`config.mk`:
```
export PLATFORM = sky130hd
export DESIGN_NAME = scrolling_vu_meter_led_driver
export DESIGN_NICKNAME = d
export VERILOG_FILES = /design/src/sv/scvu_pkg.sv /design/src/sv/scvu_ctrl.sv /design/src/sv/scvu_datapath.sv /design/src/sv/scrolling_vu_meter_led_driver.sv
export SDC_FILE = /design/constraint.sdc
export NUM_CORES = 1
export LEC_CHECK = 0
export BUFFER_PORTS_ARGS = -buffer_cell sky130_fd_sc_hd__buf_2
export CORE_ASPECT_RATIO = 0.75
export CORE_MARGIN = 2
export CORE_UTILIZATION = 60
export DETAILED_ROUTE_END_ITERATION = 16
export PLACE_DENSITY = 0.77
export SLEW_MARGIN = 20
export SYNTH_ARGS = -nofsm -noshare
export SYNTH_HDL_FRONTEND = slang
export SYNTH_HIERARCHICAL = 1
export SYNTH_SLANG_ARGS = --single-unit
```
`constraint.sdc`:
```
create_clock -name clk -period 6.15 [get_ports clk]
set_clock_uncertainty 0.1 [all_clocks]
set_input_delay 0.615 -clock clk [delete_from_list [all_inputs] [get_ports clk]]
set_output_delay 0.615 -clock clk [all_outputs]
set_load 0.02 [all_outputs]
```
`src/sv/scvu_pkg.sv`:
```
`timescale 1ns / 1ps
// ----------------------------------------------------------------------------
// scvu_pkg: shared types and constants of the scrolling VU meter LED driver
// Holds the meter geometry, field widths, register indexes, the controller
// state type and the command and status structs between the modules.
// ----------------------------------------------------------------------------
package scvu_pkg;

  // Meter geometry.
  localparam int ROWS       = 9;
  localparam int COLUMNS    = 5;
  localparam int CELLS      = COLUMNS * ROWS;
  localparam int FRAME_LEDS = COLUMNS * (ROWS + 1) - 1;

  // Field widths.
  localparam int LVL_W  = 8;
  localparam int LED_W  = 6;
  localparam int CFG_W  = 8;
  localparam int CIDX_W = 2;

  // Internal widths.
  localparam int ROW_W  = (ROWS > 1) ? $clog2(ROWS) : 1;
  localparam int POS_W  = $clog2(ROWS + 1);
  localparam int COL_W  = $clog2(COLUMNS);
  localparam int ADDR_W = $clog2(CELLS);
  localparam int IDX_W  = $clog2(FRAME_LEDS);
  localparam int V_W    = LVL_W + $clog2(ROWS + 1);

  // Reset values of the configuration registers.
  localparam logic [CFG_W-1:0] DECAY_RST  = 8'd5;
  localparam logic [CFG_W-1:0] THRESH_RST = 8'd10;

  // Configuration register indexes.
  localparam logic [CIDX_W-1:0] REG_DECAY  = 2'd0;
  localparam logic [CIDX_W-1:0] REG_THRESH = 2'd1;

  typedef enum logic [1:0] {
    ST_IDLE,
    ST_FILL,
    ST_EMIT
  } state_t;

  typedef struct packed {
    logic accept;  // take the input level, decay and scroll
    logic fill;    // write one row of column 0
    logic issue;   // start the read of one LED of the frame
  } cmd_t;

  typedef struct packed {
    logic fill_last;  // the top row of column 0 is being written
    logic emit_last;  // the final LED of the frame is being issued
    logic advance;    // the read stage may move into the output register
  } sts_t;

endpackage

```
`src/sv/scvu_ctrl.sv`:
```
`timescale 1ns / 1ps
// ----------------------------------------------------------------------------
// scvu_ctrl: sequencer of the VU meter driver
// Steps each item through acceptance, the column fill and the frame readout.
// ----------------------------------------------------------------------------
module scvu_ctrl (
  input  logic         clk,
  input  logic         rst_n,
  input  logic         in_valid,
  output logic         in_stall,
  output scvu_pkg::cmd_t cmd,
  input  scvu_pkg::sts_t sts
);
  import scvu_pkg::*;

  state_t state_r;
  state_t state_nxt;

  always_ff @(posedge clk) begin
    if (!rst_n) begin
      state_r <= ST_IDLE;
    end else begin
      state_r <= state_nxt;
    end
  end

  always_comb begin
    state_nxt = state_r;
    case (state_r)
      ST_IDLE: begin
        if (in_valid) begin
          state_nxt = ST_FILL;
        end
      end
      ST_FILL: begin
        if (sts.fill_last) begin
          state_nxt = ST_EMIT;
        end
      end
      ST_EMIT: begin
        if (sts.advance && sts.emit_last) begin
          state_nxt = ST_IDLE;
        end
      end
      default: state_nxt = ST_IDLE;
    endcase
  end

  always_comb begin
    in_stall   = 1'b1;
    cmd.accept = 1'b0;
    cmd.fill   = 1'b0;
    cmd.issue  = 1'b0;
    case (state_r)
      ST_IDLE: begin
        in_stall   = 1'b0;
        cmd.accept = in_valid;
      end
      ST_FILL: begin
        cmd.fill = 1'b1;
      end
      ST_EMIT: begin
        cmd.issue = sts.advance;
      end
      default: begin
        in_stall = 1'b1;
      end
    endcase
  end

endmodule

```
`src/sv/scvu_datapath.sv`:
```
`timescale 1ns / 1ps
// ----------------------------------------------------------------------------
// scvu_datapath: level processing, cell memory and frame output
// Holds the configuration, the decayed level, the scroll state, the cell
// memory addressed through a rotating column pointer, and the output stage.
// ----------------------------------------------------------------------------
module scvu_datapath (
  input  logic                        clk,
  input  logic                        rst_n,
  input  logic                        cfg_wr_en,
  input  logic [scvu_pkg::CIDX_W-1:0] cfg_index,
  input  logic [scvu_pkg::CFG_W-1:0]  cfg_wdata,
  input  logic [scvu_pkg::LVL_W-1:0]  in_level,
  input  scvu_pkg::cmd_t              cmd,
  output scvu_pkg::sts_t              sts,
  output logic                        out_valid,
  input  logic                        out_stall,
  output logic [scvu_pkg::LED_W-1:0]  out_led_index,
  output logic [7:0]                  out_red,
  output logic [7:0]                  out_green,
  output logic [7:0]                  out_blue,
  output logic                        out_last_led
);
  import scvu_pkg::*;

  // Configuration.
  logic [CFG_W-1:0] decay_r, thresh_r;

  always_ff @(posedge clk) begin
    if (!rst_n) begin
      decay_r  <= DECAY_RST;
      thresh_r <= THRESH_RST;
    end else if (cfg_wr_en) begin
      case (cfg_index)
        REG_DECAY:  decay_r  <= cfg_wdata;
        REG_THRESH: thresh_r <= cfg_wdata;
        default:    ;
      endcase
    end
  end

  // Level decay, scroll and column head.
  logic [LVL_W-1:0]   prev_r, lvl_nxt, drop;
  logic [7:0]         cnt_r, cnt_nxt;
  logic [COL_W-1:0]   head_r, head_nxt;
  logic [COLUMNS-1:0] lit_r, lit_nxt;
  logic [V_W-1:0]     v_r, v_nxt, part;
  logic [ROW_W-1:0]   frow_r;
  logic               scroll;

  assign drop    = prev_r - decay_r;
  assign lvl_nxt = (prev_r >= decay_r && in_level < drop) ? drop : in_level;
  assign scroll  = (cnt_r >= thresh_r);

  always_comb begin
    cnt_nxt  = cnt_r + 8'd1;
    head_nxt = head_r;
    lit_nxt  = lit_r | COLUMNS'(1);
    if (scroll) begin
      cnt_nxt  = '0;
      head_nxt = (head_r == '0) ? COL_W'(COLUMNS - 1) : head_r - COL_W'(1);
      lit_nxt  = {lit_r[COLUMNS-2:0], 1'b1};
    end
  end

  assign part  = (v_r < V_W'(255)) ? v_r : V_W'(255);
  assign v_nxt = v_r - part;
  assign sts.fill_last = (frow_r == ROW_W'(ROWS - 1));

  always_ff @(posedge clk) begin
    if (!rst_n) begin
      prev_r <= '0;
      cnt_r  <= '0;
      head_r <= '0;
      lit_r  <= '0;
      frow_r <= '0;
    end else if (cmd.accept) begin
      prev_r <= lvl_nxt;
      cnt_r  <= cnt_nxt;
      head_r <= head_nxt;
      lit_r  <= lit_nxt;
      frow_r <= '0;
    end else if (cmd.fill) begin
      frow_r <= sts.fill_last ? '0 : frow_r + ROW_W'(1);
    end
  end

  always_ff @(posedge clk) begin
    if (cmd.accept) begin
      v_r <= V_W'(lvl_nxt) * V_W'(ROWS);
    end else if (cmd.fill) begin
      v_r <= v_nxt;
    end
  end

  // Frame scan counters.
  logic [IDX_W-1:0] idx_r;
  logic [COL_W-1:0] col_r;
  logic [POS_W-1:0] pos_r;

  assign sts.emit_last = (idx_r == IDX_W'(FRAME_LEDS - 1));

  always_ff @(posedge clk) begin
    if (!rst_n) begin
      idx_r <= '0;
      col_r <= '0;
      pos_r <= '0;
    end else if (cmd.issue) begin
      if (sts.emit_last) begin
        idx_r <= '0;
        col_r <= '0;
        pos_r <= '0;
      end else begin
        idx_r <= idx_r + IDX_W'(1);
        if (pos_r == POS_W'(ROWS)) begin
          pos_r <= '0;
          col_r <= col_r + COL_W'(1);
        end else begin
          pos_r <= pos_r + POS_W'(1);
        end
      end
    end
  end

  // Cell memory: the logical column is mapped through the rotating head.
  logic [COL_W:0]    col_sum;
  logic [COL_W-1:0]  wcol, rcol;
  logic [ROW_W-1:0]  rrow;
  logic [ADDR_W-1:0] waddr, raddr;
  logic              rlit;
  logic [7:0]        cell_mem [CELLS];
  logic [7:0]        rdata_r;

  assign col_sum = {1'b0, head_r} + {1'b0, col_r};
  assign rcol    = (col_sum >= (COL_W + 1)'(COLUMNS)) ?
                   COL_W'(col_sum - (COL_W + 1)'(COLUMNS)) : COL_W'(col_sum);
  assign rrow    = col_r[0] ? (ROW_W'(ROWS - 1) - ROW_W'(pos_r)) : ROW_W'(pos_r);
  assign raddr   = ADDR_W'(rcol) * ADDR_W'(ROWS) + ADDR_W'(rrow);
  assign wcol    = head_r;
  assign waddr   = ADDR_W'(wcol) * ADDR_W'(ROWS) + ADDR_W'(frow_r);
  assign rlit    = (pos_r < POS_W'(ROWS)) && lit_r[col_r];

  always_ff @(posedge clk) begin
    if (cmd.fill) begin
      cell_mem[waddr] <= part[7:0];
    end
  end

  always_ff @(posedge clk) begin
    if (cmd.issue) begin
      rdata_r <= cell_mem[raddr];
    end
  end

  // Read stage and output register.
  logic             s1_valid_r, s1_lit_r, s1_last_r;
  logic [IDX_W-1:0] s1_idx_r;
  logic             out_valid_r, out_last_r;
  logic [LED_W-1:0] out_idx_r;
  logic [7:0]       out_red_r, out_gb_r;

  assign sts.advance = !out_valid_r || !out_stall;

  always_ff @(posedge clk) begin
    if (!rst_n) begin
      s1_valid_r  <= 1'b0;
      out_valid_r <= 1'b0;
    end else if (sts.advance) begin
      s1_valid_r  <= cmd.issue;
      out_valid_r <= s1_valid_r;
    end
  end

  always_ff @(posedge clk) begin
    if (cmd.issue) begin
      s1_lit_r  <= rlit;
      s1_last_r <= sts.emit_last;
      s1_idx_r  <= idx_r;
    end
    if (sts.advance && s1_valid_r) begin
      out_idx_r  <= LED_W'(s1_idx_r);
      out_last_r <= s1_last_r;
      out_red_r  <= s1_lit_r ? 8'd255 : 8'd0;
      out_gb_r   <= s1_lit_r ? rdata_r : 8'd0;
    end
  end

  assign out_valid     = out_valid_r;
  assign out_led_index = out_idx_r;
  assign out_red       = out_red_r;
  assign out_green     = out_gb_r;
  assign out_blue      = out_gb_r;
  assign out_last_led  = out_last_r;

endmodule

```
`src/sv/scrolling_vu_meter_led_driver.sv`:
```
`timescale 1ns / 1ps
// ----------------------------------------------------------------------------
// scrolling_vu_meter_led_driver: LED VU meter with decay and scrolling history
//
//   Port group   Direction  Transfer when           Contents
//   in_*         input      in_valid & !in_stall    one level byte
//   out_*        output     out_valid & !out_stall  one LED of the frame
//   cfg_*        input      cfg_wr_en               decay limit, shift threshold
//
// Each accepted level is taken in, its ROWS (9) rows are written into column 0
// of the cell memory, and the frame's 49 LEDs are then read out in chain order.
// The sequencer does the fill and the readout in turn, never both at once.
// A stall on the output holds the read stage and the scan; the next level is
// accepted once the last LED has been read, while the final LEDs still drain.
// Reset (rst_n low, synchronous) restores the register defaults and blanks all
// columns; the cell memory itself is not cleared, since unlit columns show black.
// ----------------------------------------------------------------------------
module scrolling_vu_meter_led_driver (
  input  logic                        clk,
  input  logic                        rst_n,
  input  logic                        cfg_wr_en,
  input  logic [scvu_pkg::CIDX_W-1:0] cfg_index,
  input  logic [scvu_pkg::CFG_W-1:0]  cfg_wdata,
  input  logic                        in_valid,
  output logic                        in_stall,
  input  logic [scvu_pkg::LVL_W-1:0]  in_level,
  output logic                        out_valid,
  input  logic                        out_stall,
  output logic [scvu_pkg::LED_W-1:0]  out_led_index,
  output logic [7:0]                  out_red,
  output logic [7:0]                  out_green,
  output logic [7:0]                  out_blue,
  output logic                        out_last_led
);
  import scvu_pkg::*;

  // Commands from the sequencer and status back from the datapath.
  cmd_t cmd;
  sts_t sts;

  scvu_ctrl u_ctrl (
    .clk      (clk),
    .rst_n    (rst_n),
    .in_valid (in_valid),
    .in_stall (in_stall),
    .cmd      (cmd),
    .sts      (sts)
  );

  // The datapath owns the configuration, the level history and the output
  // register that decouples the readout from the downstream stall.
  scvu_datapath u_datapath (
    .clk           (clk),
    .rst_n         (rst_n),
    .cfg_wr_en     (cfg_wr_en),
    .cfg_index     (cfg_index),
    .cfg_wdata     (cfg_wdata),
    .in_level      (in_level),
    .cmd           (cmd),
    .sts           (sts),
    .out_valid     (out_valid),
    .out_stall     (out_stall),
    .out_led_index (out_led_index),
    .out_red       (out_red),
    .out_green     (out_green),
    .out_blue      (out_blue),
    .out_last_led  (out_last_led)
  );

endmodule

```
==> results by group, run 1 <==
Timing
  – Peak Freq: between 0.15 and 0.2 GHz
  – Relative slew slack: between 20% and 30%
  – # setup viols final: 0
  – Max Slew Vio Count: 0
  – TNS Setup: 0 ns
  – Final Hold Violating Endpoints: 0
  – Worst slew pin tran: 1.16 ns
  – Minimum clock period after layout: slightly below 6 ns
  – Final period util: 95.2%

CTS
  – Clock Sinks: ~470
  – Post-CTS setup buffers: 0
  – Deepest clock path buffer count: 3
  – Hold Buf Count CTS: 0
  – Worst-path clk slew: approximately 0.070 ns
  – CTS tree: built
  – Clock Tree Root: clkbuf_16
  – Clock Latency Late Sink: between 0.5 and 0.6 ns
  – Cts bufs inserted: 44
  – H-tree Lvls: 2
  – CTS resizes: 0

Setup path
  – CP Launch Point: u_datapath/prev_r[0]
  – Worst path max stage delay: ~0.45 ns
  – CP dominant cell by count: inv_1
  – Type of origin of the critical path: register
  – Setup Crit Path Kind: reg -> reg
  – R2R Path Start: u_datapath/prev_r[0]
  – Worst Setup End Kind: register
  – Internal reg-to-reg setup slack: approximately 0.29 ns
  – Worst setup path end: u_datapath/v_r[10]
  – Arr. time, crit path: 6.05 ns
  – CP max-delay cell: fa_1
  – WP data required: between 6 and 7 ns
  – Max FO, Critical Path: 7
  – Critical R2R Capture: u_datapath/v_r[10]
  – Worst r2r path cells: 28

Detailed routing
  – Vias post-DR: 11200
  – Vias per cell: 6.22
  – Initial DRT Pass Iterations: 6
  – Post-route antenna net violation count: 0
  – First-iteration detailed-routing DRC count: about 1400
  – Total wire length: 42.3 mm
  – Residual DRC: 0
  – WL per Instance: approximately 24 um

Finish
  – Layout cells sized above 1: ~21%
  – Filler instances: 2199
  – Final nets: approximately 1400
  – Most frequent cells in the layout: edfxtp_1 (404), nor2_1 (122), mux4_2 (113)
  – Antenna diodes: 0
  – Fin util: approximately two thirds
  – Final Cell Area: ~22000 sq um
  – Area Growth Syn to Fin: 10.8%
  – Most common cell after layout, fill and taps aside: edfxtp_1

Job
  – Max-cap viol count: 0

Die
  – I/O pin count: 56
  – Die Y: about 160 um
  – Core Rows: 58
  – Initial core utilization: 60.7%
  – Core area: ~33000 sq um
  – Die Wd: about 220 um
  – Die area: 35300 sq um

Global routing
  – Tot GR Track Use: between 20% and 30%
  – Initial antenna violation count: 0
  – Pin count of the biggest net entering global routing: between 70 and 80
  – Gr ovfl total: 0
  – First-pass GRT wire length: around 66 mm
  – Vias in the first global route: roughly 11000

Run status
  – Status: finished clean

Power and ir drop
  – Maximum VDD drop: between 0.2 and 0.3 mV
  – PwrDens: roughly 320 nW/um^2
  – Leakage: roughly 8 nW

Placed design
  – Post-Place Cell Area: 21100 sq um
  – IO buf count: 55
  – GPL Wtd Cong: 0.890
  – Post-DP HPWL: between 20 and 30 mm

Logic synthesis
  – Register area share after synthesis: between 60 and 70%
  – FF+latch count, synth: between 400 and 500
  – Cell variety after synth: between 60 and 70
  – Post-synthesis cell count: 1263
  – Ys flop type: edfxtp_1
  – Share of synthesized registers carrying an async set or reset: 0%
  – Avg Synthesized Cell Area: 16.1 sq um
  – Post-Syn Area: about 20000 sq um
  – Net Count, Synth: around 1400
  – Synth Warn #: 6
  – EDFF count, synth: around 400

Hold path
  – Worst Hold Depth: 3
  – Hold Path Class: in -> reg
==> flip-flops by register name, summed over array words and instances (netlist names), 5 cells and up <==
register                  cells
u_datapath/prev_r             8
u_datapath/rdata_r            8
u_datapath/out_blue           8
u_datapath/cell_mem         360
u_datapath/cnt_r              8
u_datapath/decay_r            8
u_datapath/lit_r              5
u_datapath/s1_idx_r           6
u_datapath/idx_r              6
u_datapath/thresh_r           8
u_datapath/v_r               12
u_datapath/out_led_index      6
==> power by group <==
group          switching (mW)  total, mW  internal (mW)
Clock                    1.14       2.60           1.46
Combinational           0.570      0.925          0.355
Sequential             0.0494       3.63           3.58
==> worst max-delay path: cells and delay by family, from the launching register on <==
family                     cells  cell delay [ns]
AOI/OAI and AO/OA              8             1.52
xor gates and xnor gates       1             0.23
adders and majority gates      6             1.82
buffers and inverters          5             0.35
DFF                            1             0.31
muxes                          1             0.31
and+or+nand+nor                7             0.97
==> cell usage after synthesis, types with 3 or more instances <==
cell	number	area share, %
edfxtp_1	404	60
nor2_1	123	2.3
mux4_2	113	13
dfxtp_1	61	6.0
ha_1	59	3.6
inv_1	56	1.0
nand2_1	56	1.0
a21oi_1	38	0.94
clkbuf_1	31	0.57
mux2i_1	26	1.3
xnor2_1	26	1.1
o21ai_0	23	0.57
xor2_1	20	0.86
nand3_1	19	0.47
a21o_1	18	0.67
buf_4	16	0.59
nor3_1	16	0.39
nand2b_1	15	0.46
and2_1	13	0.40
nor2b_1	13	0.40
a211oi_1	12	0.44
nand4_1	11	0.34
buf_2	9	0.22
o21a_1	6	0.22
or2_2	6	0.19
buf_1	5	0.093
fa_1	5	0.49
a31oi_1	4	0.12
o2111ai_1	4	0.17
a221oi_1	3	0.13
nor3b_1	3	0.11
==> stage by stage <==
step	power (mW)	setup WS (ns)	cells	hold WS, ns
floorplan	4.35	1.02	1263	0.300
global placement	4.54	0.662	1728	0.305
finish	7.16	0.294	1801	0.202
detailed placement	4.58	0.325	1728	0.306
global route	7.42	-0.0292	1801	0.224
CTS	7.17	0.304	1801	0.186
==> how the worst min path moves through the flow <==
| stage | start | to | slack (ns) |
|---|---|---|---|
| 2_1_floorplan | u_datapath/s1_last_r | u_datapath/out_last_led | 0.30 |
| 6_report | cfg_wdata[3] | u_datapath/decay_r[3] | 0.20 |
| 4_1_cts | cfg_wdata[3] | u_datapath/decay_r[3] | 0.19 |
| 3_3_place_gp | u_datapath/s1_idx_r[5] | u_datapath/out_led_index[5] | 0.30 |
| 3_5_place_dp | u_datapath/s1_idx_r[5] | u_datapath/out_led_index[5] | 0.31 |
| 5_1_grt | cfg_wdata[3] | u_datapath/decay_r[3] | 0.22 |
==> kinds of logic (layout without fill, tap and decap cells) <==
logic type,Yosys count,count (layout),synth area share [%]
multiplexers,143,143,14.1
buffers and inverters,119,207,2.59
XOR/XNOR,46,46,1.99
AND/OR/NAND/NOR,291,291,6.83
AO/OA/AOI/OAI,133,133,4.38
flip-flops,465,465,65.8
adder cells (fa/ha/maj),66,66,4.23
==> final cells by class <==
class / instances / area, sq um / area share [%]
Tap cell: 450 / 563 / 2.51
Multi-Input combinational cell: 679 / 6490 / 28.9
Timing Repair Buffer: 77 / 503 / 2.24
Inverter: 57 / 214 / 0.952
Clock buffer: 54 / 1160 / 5.16
Sequential cell: 465 / 13400 / 59.4
Clock inverter: 19 / 184 / 0.819
==> layer usage <==
metal	wire length, um	global-route usage (%)
met1	18700	38.3
met3	3450	4.13
met5	0	0
met2	19500	37.8
met4	725	5.98
(Power assumes the default switching activity.)
==> run 2, diff against run 1 <==
- SYNTH_HIERARCHICAL: 1 -> not set
==> results by group, run 2 <==
Finish
  – Layout cells sized above 1: 20.3% (-0.55 points)
  – Final Cell Area: 22300 sq um (-0.80%)
  – Reg with most FFs: u_datapath.cell_mem
  – Largest register FFs: 360 (unchanged)
  – Final nets: 1394 (-1.2%)
  – Area Growth Syn to Fin: 10.6%
  – Fin util: 66.9% (-0.39 points)
  – Antenna diodes: 0 (unchanged)
  – Top Registers: u_datapath.cell_mem x360, u_datapath.v_r x12
  – Most frequent cells in the layout: edfxtp_1 (404), mux4_2 (113), nor2_1 (107)
  – Most common cell after layout, fill and taps aside: edfxtp_1

Logic synthesis
  – Ys flop type: edfxtp_1
  – Register area share after synthesis: 66.2% (+0.40 points)
  – Share of the synthesized area in the top cell type: 60.2% (+0.36 points)
  – FF+latch count, synth: 465 (unchanged)
  – Largest cells by area after synthesis: edfxtp_1 (60%), mux4_2 (13%), dfxtp_1 (6.1%), ha_1 (3.6%), nor2_1 (2.1%)
  – EDFF count, synth: 404 (unchanged)
  – Net Count, Synth: 1330 (-1.5%)
  – Top-count cell post-synth: edfxtp_1
  – Cell variety after synth: 69 (+1.5%)
  – Share of synthesized registers carrying an async set or reset: 0% (unchanged)
  – Most frequent cells after synthesis: edfxtp_1 (404), mux4_2 (113), nor2_1 (111)
  – Post-synthesis cell count: 1244 (-1.5%)
  – Avg Synthesized Cell Area: 16.2 sq um (+0.92%)
  – Synth area leader: edfxtp_1
  – Synth Warn #: 0 (-6)
  – Post-Syn Area: 20200 sq um (-0.60%)

Setup path
  – Worst Setup End Kind: register
  – Worst r2r path cells: 26 (-7.1%)
  – Buf/Inv on CP: 5 (unchanged)
  – CP max-delay cell: mux2i_1
  – CP Launch Point: u_datapath.prev_r[0]
  – Top delay family on crit path: compound AO/OA/AOI/OAI gates
  – Critical path depth: 26 (-7.1%)
  – Worst path max stage delay: 0.52 ns (+0.07 ns)
  – Worst setup path end: u_datapath.v_r[9]
  – CP dominant cell by count: inv_1
  – Critical R2R Capture: u_datapath.v_r[9]
  – Internal reg-to-reg setup slack: 0.46 ns (+0.17 ns)
  – Arr. time, crit path: 5.87 ns (-0.18 ns)
  – R2R Path Start: u_datapath.prev_r[0]
  – Max FO, Critical Path: 7 (unchanged)
  – Setup Crit Path Kind: reg -> reg
  – WP data required: 6.33 ns (about the same)
  – Type of origin of the critical path: register

Hold path
  – Hold Path Class: in -> reg

Timing
  – Final period util: 92.5% (-2.7 points)
  – TNS Setup: 0 ns (unchanged)
  – Max Slew Vio Count: 0 (unchanged)
  – # setup viols final: 0 (unchanged)
  – Peak Freq: 0.176 GHz (+3.0%)
  – RSZ-0062 raised after global routing: false
  – Worst setup margin: 0.463 ns (+0.169 ns)
  – Final Hold Violating Endpoints: 0 (unchanged)
  – Minimum clock period after layout: 5.69 ns (-0.169 ns)
  – Worst slew pin tran: 1.09 ns (-0.0776 ns)
  – Relative slew slack: 27.6% (+5.4 points)

Global routing
  – Gr ovfl total: 0 (unchanged)
  – Initial antenna violation count: 0 (unchanged)
  – Vias in the first global route: 10800 (-3.2%)
  – First-pass GRT wire length: 64.4 mm (-2.5%)
  – Pin count of the biggest net entering global routing: 71 (unchanged)
  – Tot GR Track Use: 24.6% (-0.33 points)

CTS
  – Clock Tree Root: clkbuf_16
  – Post-CTS setup buffers: 0 (unchanged)
  – Clock Latency Late Sink: 0.56 ns (about the same)
  – Worst-path clk slew: 0.06 ns (about the same)
  – Cts bufs inserted: 43 (-2.3%)
  – CTS tree: built
  – Hold Buf Count CTS: 0 (unchanged)
  – Deepest clock path buffer count: 3 (unchanged)
  – Clock Sinks: 465 (unchanged)
  – H-tree Lvls: 2 (unchanged)
  – CTS resizes: 0 (unchanged)

Detailed routing
  – Residual DRC: 0 (unchanged)
  – Post-route antenna net violation count: 0 (unchanged)
  – Initial DRT Pass Iterations: 5 (-1)
  – Vias per cell: 6.11 (-1.8%)
  – Vias post-DR: 11000 (-2.2%)
  – Total wire length: 41.7 mm (-1.5%)
  – WL per Instance: 23.3 um (-1.1%)
  – First-iteration detailed-routing DRC count: 1301 (-5.7%)

Power and ir drop
  – PwrDens: 315 nW/um^2 (-1.0%)
  – Maximum VDD drop: 0.257 mV (-0.86%)
  – Leakage: 7.21 nW (-8.8%)

Placed design
  – Setup WS pre-CTS: 0.529 ns (+0.204 ns)
  – Post-DP HPWL: 25.9 mm (-4.5%)
  – Post-Place Cell Area: 21000 sq um (-0.58%)
  – IO buf count: 55 (unchanged)
  – GPL Wtd Cong: 0.839 (-5.8%)

Die
  – Die Wd: 216 um (-0.29%)
  – Core area: 33300 sq um (-0.22%)
  – Die area: 35100 sq um (-0.58%)
  – I/O pin count: 56 (unchanged)
  – Core Rows: 58 (unchanged)
  – Die Y: 163 um (-0.29%)
  – Initial core utilization: 60.5% (-0.23 points)

Run status
  – Status: finished clean

Job
  – Max-cap viol count: 0 (unchanged)
## run 2: cell families (layout without fill, tap and decap cells)
family / Yosys count / after routing / synth area share, %
and+or+nand+nor: 293 / 293 / 6.91
DFF: 465 / 465 / 66.2
buffers and inverters: 111 / 210 / 2.40
muxes: 140 / 140 / 14.0
AOI/OAI and AO/OA: 125 / 125 / 4.29
adders and majority gates: 64 / 64 / 4.15
xor gates and xnor gates: 46 / 46 / 2.00
## run 2: per-layer routing
metal  track usage, %  wire, um  vias up
met2             37.6     19400      476
met1             36.2     17800     5518
met4             5.39       748        0
li1                 -         -     4896
met3             6.24      3760       70
met5                0         0        -
## run 2: cell type report
| cell class | count | area (sq um) |
|---|---|---|
| fillers | 2178 | 11000 |
| flip-flops and latches | 465 | 13400 |
| inverters | 53 | 199 |
| well taps | 450 | 563 |
| clock buffers | 62 | 1180 |
| multi-input cells | 668 | 6370 |
| repair buffers | 77 | 478 |
| clock inverters | 18 | 146 |
## run 2: worst min path at each step
stage	end	slack [ns]	startpoint	cells after the start
after floorplan	u_datapath.out_last_led	0.30	u_datapath.s1_last_r	0
after global placement	u_datapath.out_led_index[5]	0.30	u_datapath.s1_idx_r[5]	0
after detailed placement	u_datapath.out_led_index[1]	0.31	u_datapath.s1_idx_r[1]	0
after CTS	u_datapath.decay_r[2]	0.21	cfg_wdata[2]	3
after global routing	u_datapath.decay_r[0]	0.23	cfg_wdata[0]	3
final	u_datapath.decay_r[2]	0.23	cfg_wdata[2]	3
## run 2: power by group
| group | total [mW] | leakage [nW] | internal [mW] | switching [mW] |
|---|---|---|---|---|
| clock | 2.53 | 0.639 | 1.42 | 1.11 |
| combinational | 0.853 | 2.75 | 0.324 | 0.529 |
| sequential | 3.64 | 3.81 | 3.59 | 0.0482 |
| total | 7.03 | 7.21 | 5.34 | 1.69 |
## run 2: through the flow
| stage | std cells | hold slack (ns) | power (mW) |
|---|---|---|---|
| global route | 1793 | 0.233 | 7.29 |
| finish | 1793 | 0.233 | 7.03 |
| global placement | 1713 | 0.302 | 4.52 |
| detailed placement | 1713 | 0.306 | 4.54 |
| floorplan | 1244 | 0.300 | 4.31 |
| CTS | 1793 | 0.211 | 7.06 |
## run 2: worst min-delay path: stages
cell      delay, ns
buf_2          0.09
nand2_1        0.05
o211ai_1       0.08
==> run 3, diff against run 2 <==
- CTS_CLUSTER_DIAMETER: not set -> 200
- MAX_ROUTING_LAYER: not set -> met4
- SLEW_MARGIN: 20 -> not set
==> results by group, run 3 (synthesized netlist as in run 2, its figures left out) <==
CTS
  – Clock Tree Root: clkbuf_16
  – Worst-path clk slew: 0.06 ns (about the same)
  – Clock Sinks: 465 (unchanged)
  – CTS resizes: 0 (unchanged)
  – Post-CTS setup buffers: 0 (unchanged)
  – H-tree Lvls: 2 (unchanged)
  – CTS tree: built
  – Deepest clock path buffer count: 3 (unchanged)
  – Clock Latency Late Sink: 0.57 ns (about the same)
  – Hold Buf Count CTS: 0 (unchanged)
  – Cts bufs inserted: 44 (+2.3%)

Timing
  – Minimum clock period after layout: 5.69 ns (+0.000653 ns)
  – RSZ-0062 raised after global routing: false
  – Final Hold Violating Endpoints: 0 (unchanged)
  – Worst slew pin tran: 1.23 ns (+0.144 ns)
  – # setup viols final: 0 (unchanged)
  – TNS Setup: 0 ns (unchanged)
  – Final period util: 92.5% (about the same)
  – Peak Freq: 0.176 GHz (about the same)
  – Relative slew slack: 17.7% (-9.8 points)
  – Max Slew Vio Count: 0 (unchanged)

Finish
  – Area Growth Syn to Fin: 11.2%
  – Final nets: 1395 (+0.072%)
  – Most frequent cells in the layout: edfxtp_1 (404), mux4_2 (113), nor2_1 (111)
  – Filler instances: 2173 (-0.23%)
  – Fin util: 67.3% (+0.41 points)
  – Antenna diodes: 0 (unchanged)
  – Multi-input gate area: 6360 sq um (-0.16%)
  – Top Registers: u_datapath.cell_mem x360, u_datapath.v_r x12
  – Largest register FFs: 360 (unchanged)
  – Layout cells sized above 1: 20.9% (+0.64 points)
  – Most common cell after layout, fill and taps aside: edfxtp_1
  – Reg area: 13400 sq um (unchanged)
  – Reg with most FFs: u_datapath.cell_mem

Detailed routing
  – Post-route antenna net violation count: 0 (unchanged)
  – Vias post-DR: 10900 (-0.44%)
  – Total wire length: 41.4 mm (-0.64%)
  – Initial DRT Pass Iterations: 5 (unchanged)
  – WL per Instance: 23.1 um (-0.75%)
  – First-iteration detailed-routing DRC count: 1285 (-1.2%)
  – Residual DRC: 0 (unchanged)
  – Vias per cell: 6.08 (-0.55%)

Setup path
  – Internal reg-to-reg setup slack: 0.46 ns (about the same)
  – Setup Crit Path Kind: reg -> reg
  – WP data required: 6.35 ns (+0.02 ns)
  – Worst Setup End Kind: register
  – Max FO, Critical Path: 7 (unchanged)
  – Type of origin of the critical path: register
  – Arr. time, crit path: 5.89 ns (+0.02 ns)

Power and ir drop
  – Final total power: 7.26 mW (+3.4%)
  – Leakage: 7.29 nW (+1.1%)
  – Maximum VDD drop: 0.261 mV (+1.5%)
  – PwrDens: 324 nW/um^2 (+2.7%)

Die
  – Initial core utilization: 60.5% (unchanged)
  – Die Wd: 216 um (unchanged)
  – Core Rows: 58 (unchanged)
  – Die Y: 163 um (unchanged)
  – Core area: 33300 sq um (unchanged)
  – I/O pin count: 56 (unchanged)
  – Die area: 35100 sq um (unchanged)

Placed design
  – GPL Wtd Cong: 0.852 (+1.5%)
  – Post-DP HPWL: 25.9 mm (about the same)
  – IO buf count: 55 (unchanged)

Global routing
  – Initial antenna violation count: 0 (unchanged)
  – Pin count of the biggest net entering global routing: 71 (unchanged)
  – Tot GR Track Use: 25.3% (+0.69 points)
  – First-pass GRT wire length: 64.2 mm (-0.32%)
  – Vias in the first global route: 10800 (-0.56%)
  – Gr ovfl total: 0 (unchanged)

Run status
  – Status: finished clean

Job
  – Max-cap viol count: 0 (unchanged)

Hold path
  – Hold Path Class: in -> reg
run 3: cell types whose count changed in the layout (fill, tap and decap cells not counted):
| cell | change |
|---|---|
| clkinv_2 | +6 |
| inv_16 | +1 |
| clkinv_1 | -4 |
| clkinvlp_4 | +1 |
| nor2_2 | -4 |
| clkinv_4 | +1 |
| bufinv_16 | +4 |
| nor2_1 | +4 |
| clkbuf_1 | -7 |
run 3: worst paths after layout:
| check | startpoint | endpoint | cells past startpoint |
|---|---|---|---|
| worst min register to register | u_datapath.s1_idx_r[1] | u_datapath.out_led_index[1] | 0 |
| worst max-delay path | u_datapath.prev_r[0] | u_datapath.v_r[9] | 26 |
| worst min-delay path | cfg_wdata[2] | u_datapath.decay_r[2] | 3 |
| worst max register to register | u_datapath.prev_r[0] | u_datapath.v_r[9] | 26 |
run 3: area by class of cell:
type,count,area share [%]
clock inverter,27,1.42
timing repair buffer,77,2.13
inverter,53,0.887
clock buffer,55,5.14
multi-input combinational,668,28.4
tap,450,2.51
sequential,465,59.6
run 3: through the flow:
step	area, sq um	instances	hold WS, ns	setup WS [ns]
after floorplan	20200	1244	0.300	1.12
after global placement	21000	1713	0.302	0.795
after detailed placement	21000	1713	0.306	0.537
after CTS	22400	1795	0.189	0.517
after global routing	22400	1795	0.222	0.0236
final	22400	1795	0.205	0.462
run 3: power by group:
part	internal, mW	switching [mW]
Combinational	0.323	0.524
Sequential	3.59	0.0488
Clock	1.60	1.18
Total	5.51	1.75
run 3: routing by layer:
metal  routed length [um]  global-route usage, %  vias to the layer above
li1                     -                      -                     4903
met1                17900                   36.5                     5470
met2                19200                   37.8                      469
met3                 3540                   4.97                       70
met4                  785                   5.89                        0
met5                    0                      -                        -
run 3: worst max-delay path, stage by stage, from the launching register on:
cell,delay (ns)
dfxtp_1,0.31
inv_1,0.05
ha_1,0.21
inv_1,0.08
fa_1,0.44
a211oi_2,0.25
nor2_1,0.12
nor2_1,0.23
inv_1,0.07
ha_1,0.30
nand2_1,0.09
a211oi_1,0.05
a211o_1,0.25
o22a_1,0.22
o21ai_2,0.21
nand2_2,0.16
mux2i_1,0.50
or2_2,0.24
inv_1,0.05
ha_1,0.26
a21o_1,0.17
a21oi_1,0.20
inv_1,0.06
a21oi_1,0.37
a211oi_1,0.12
a211oi_1,0.23
o22ai_1,0.11
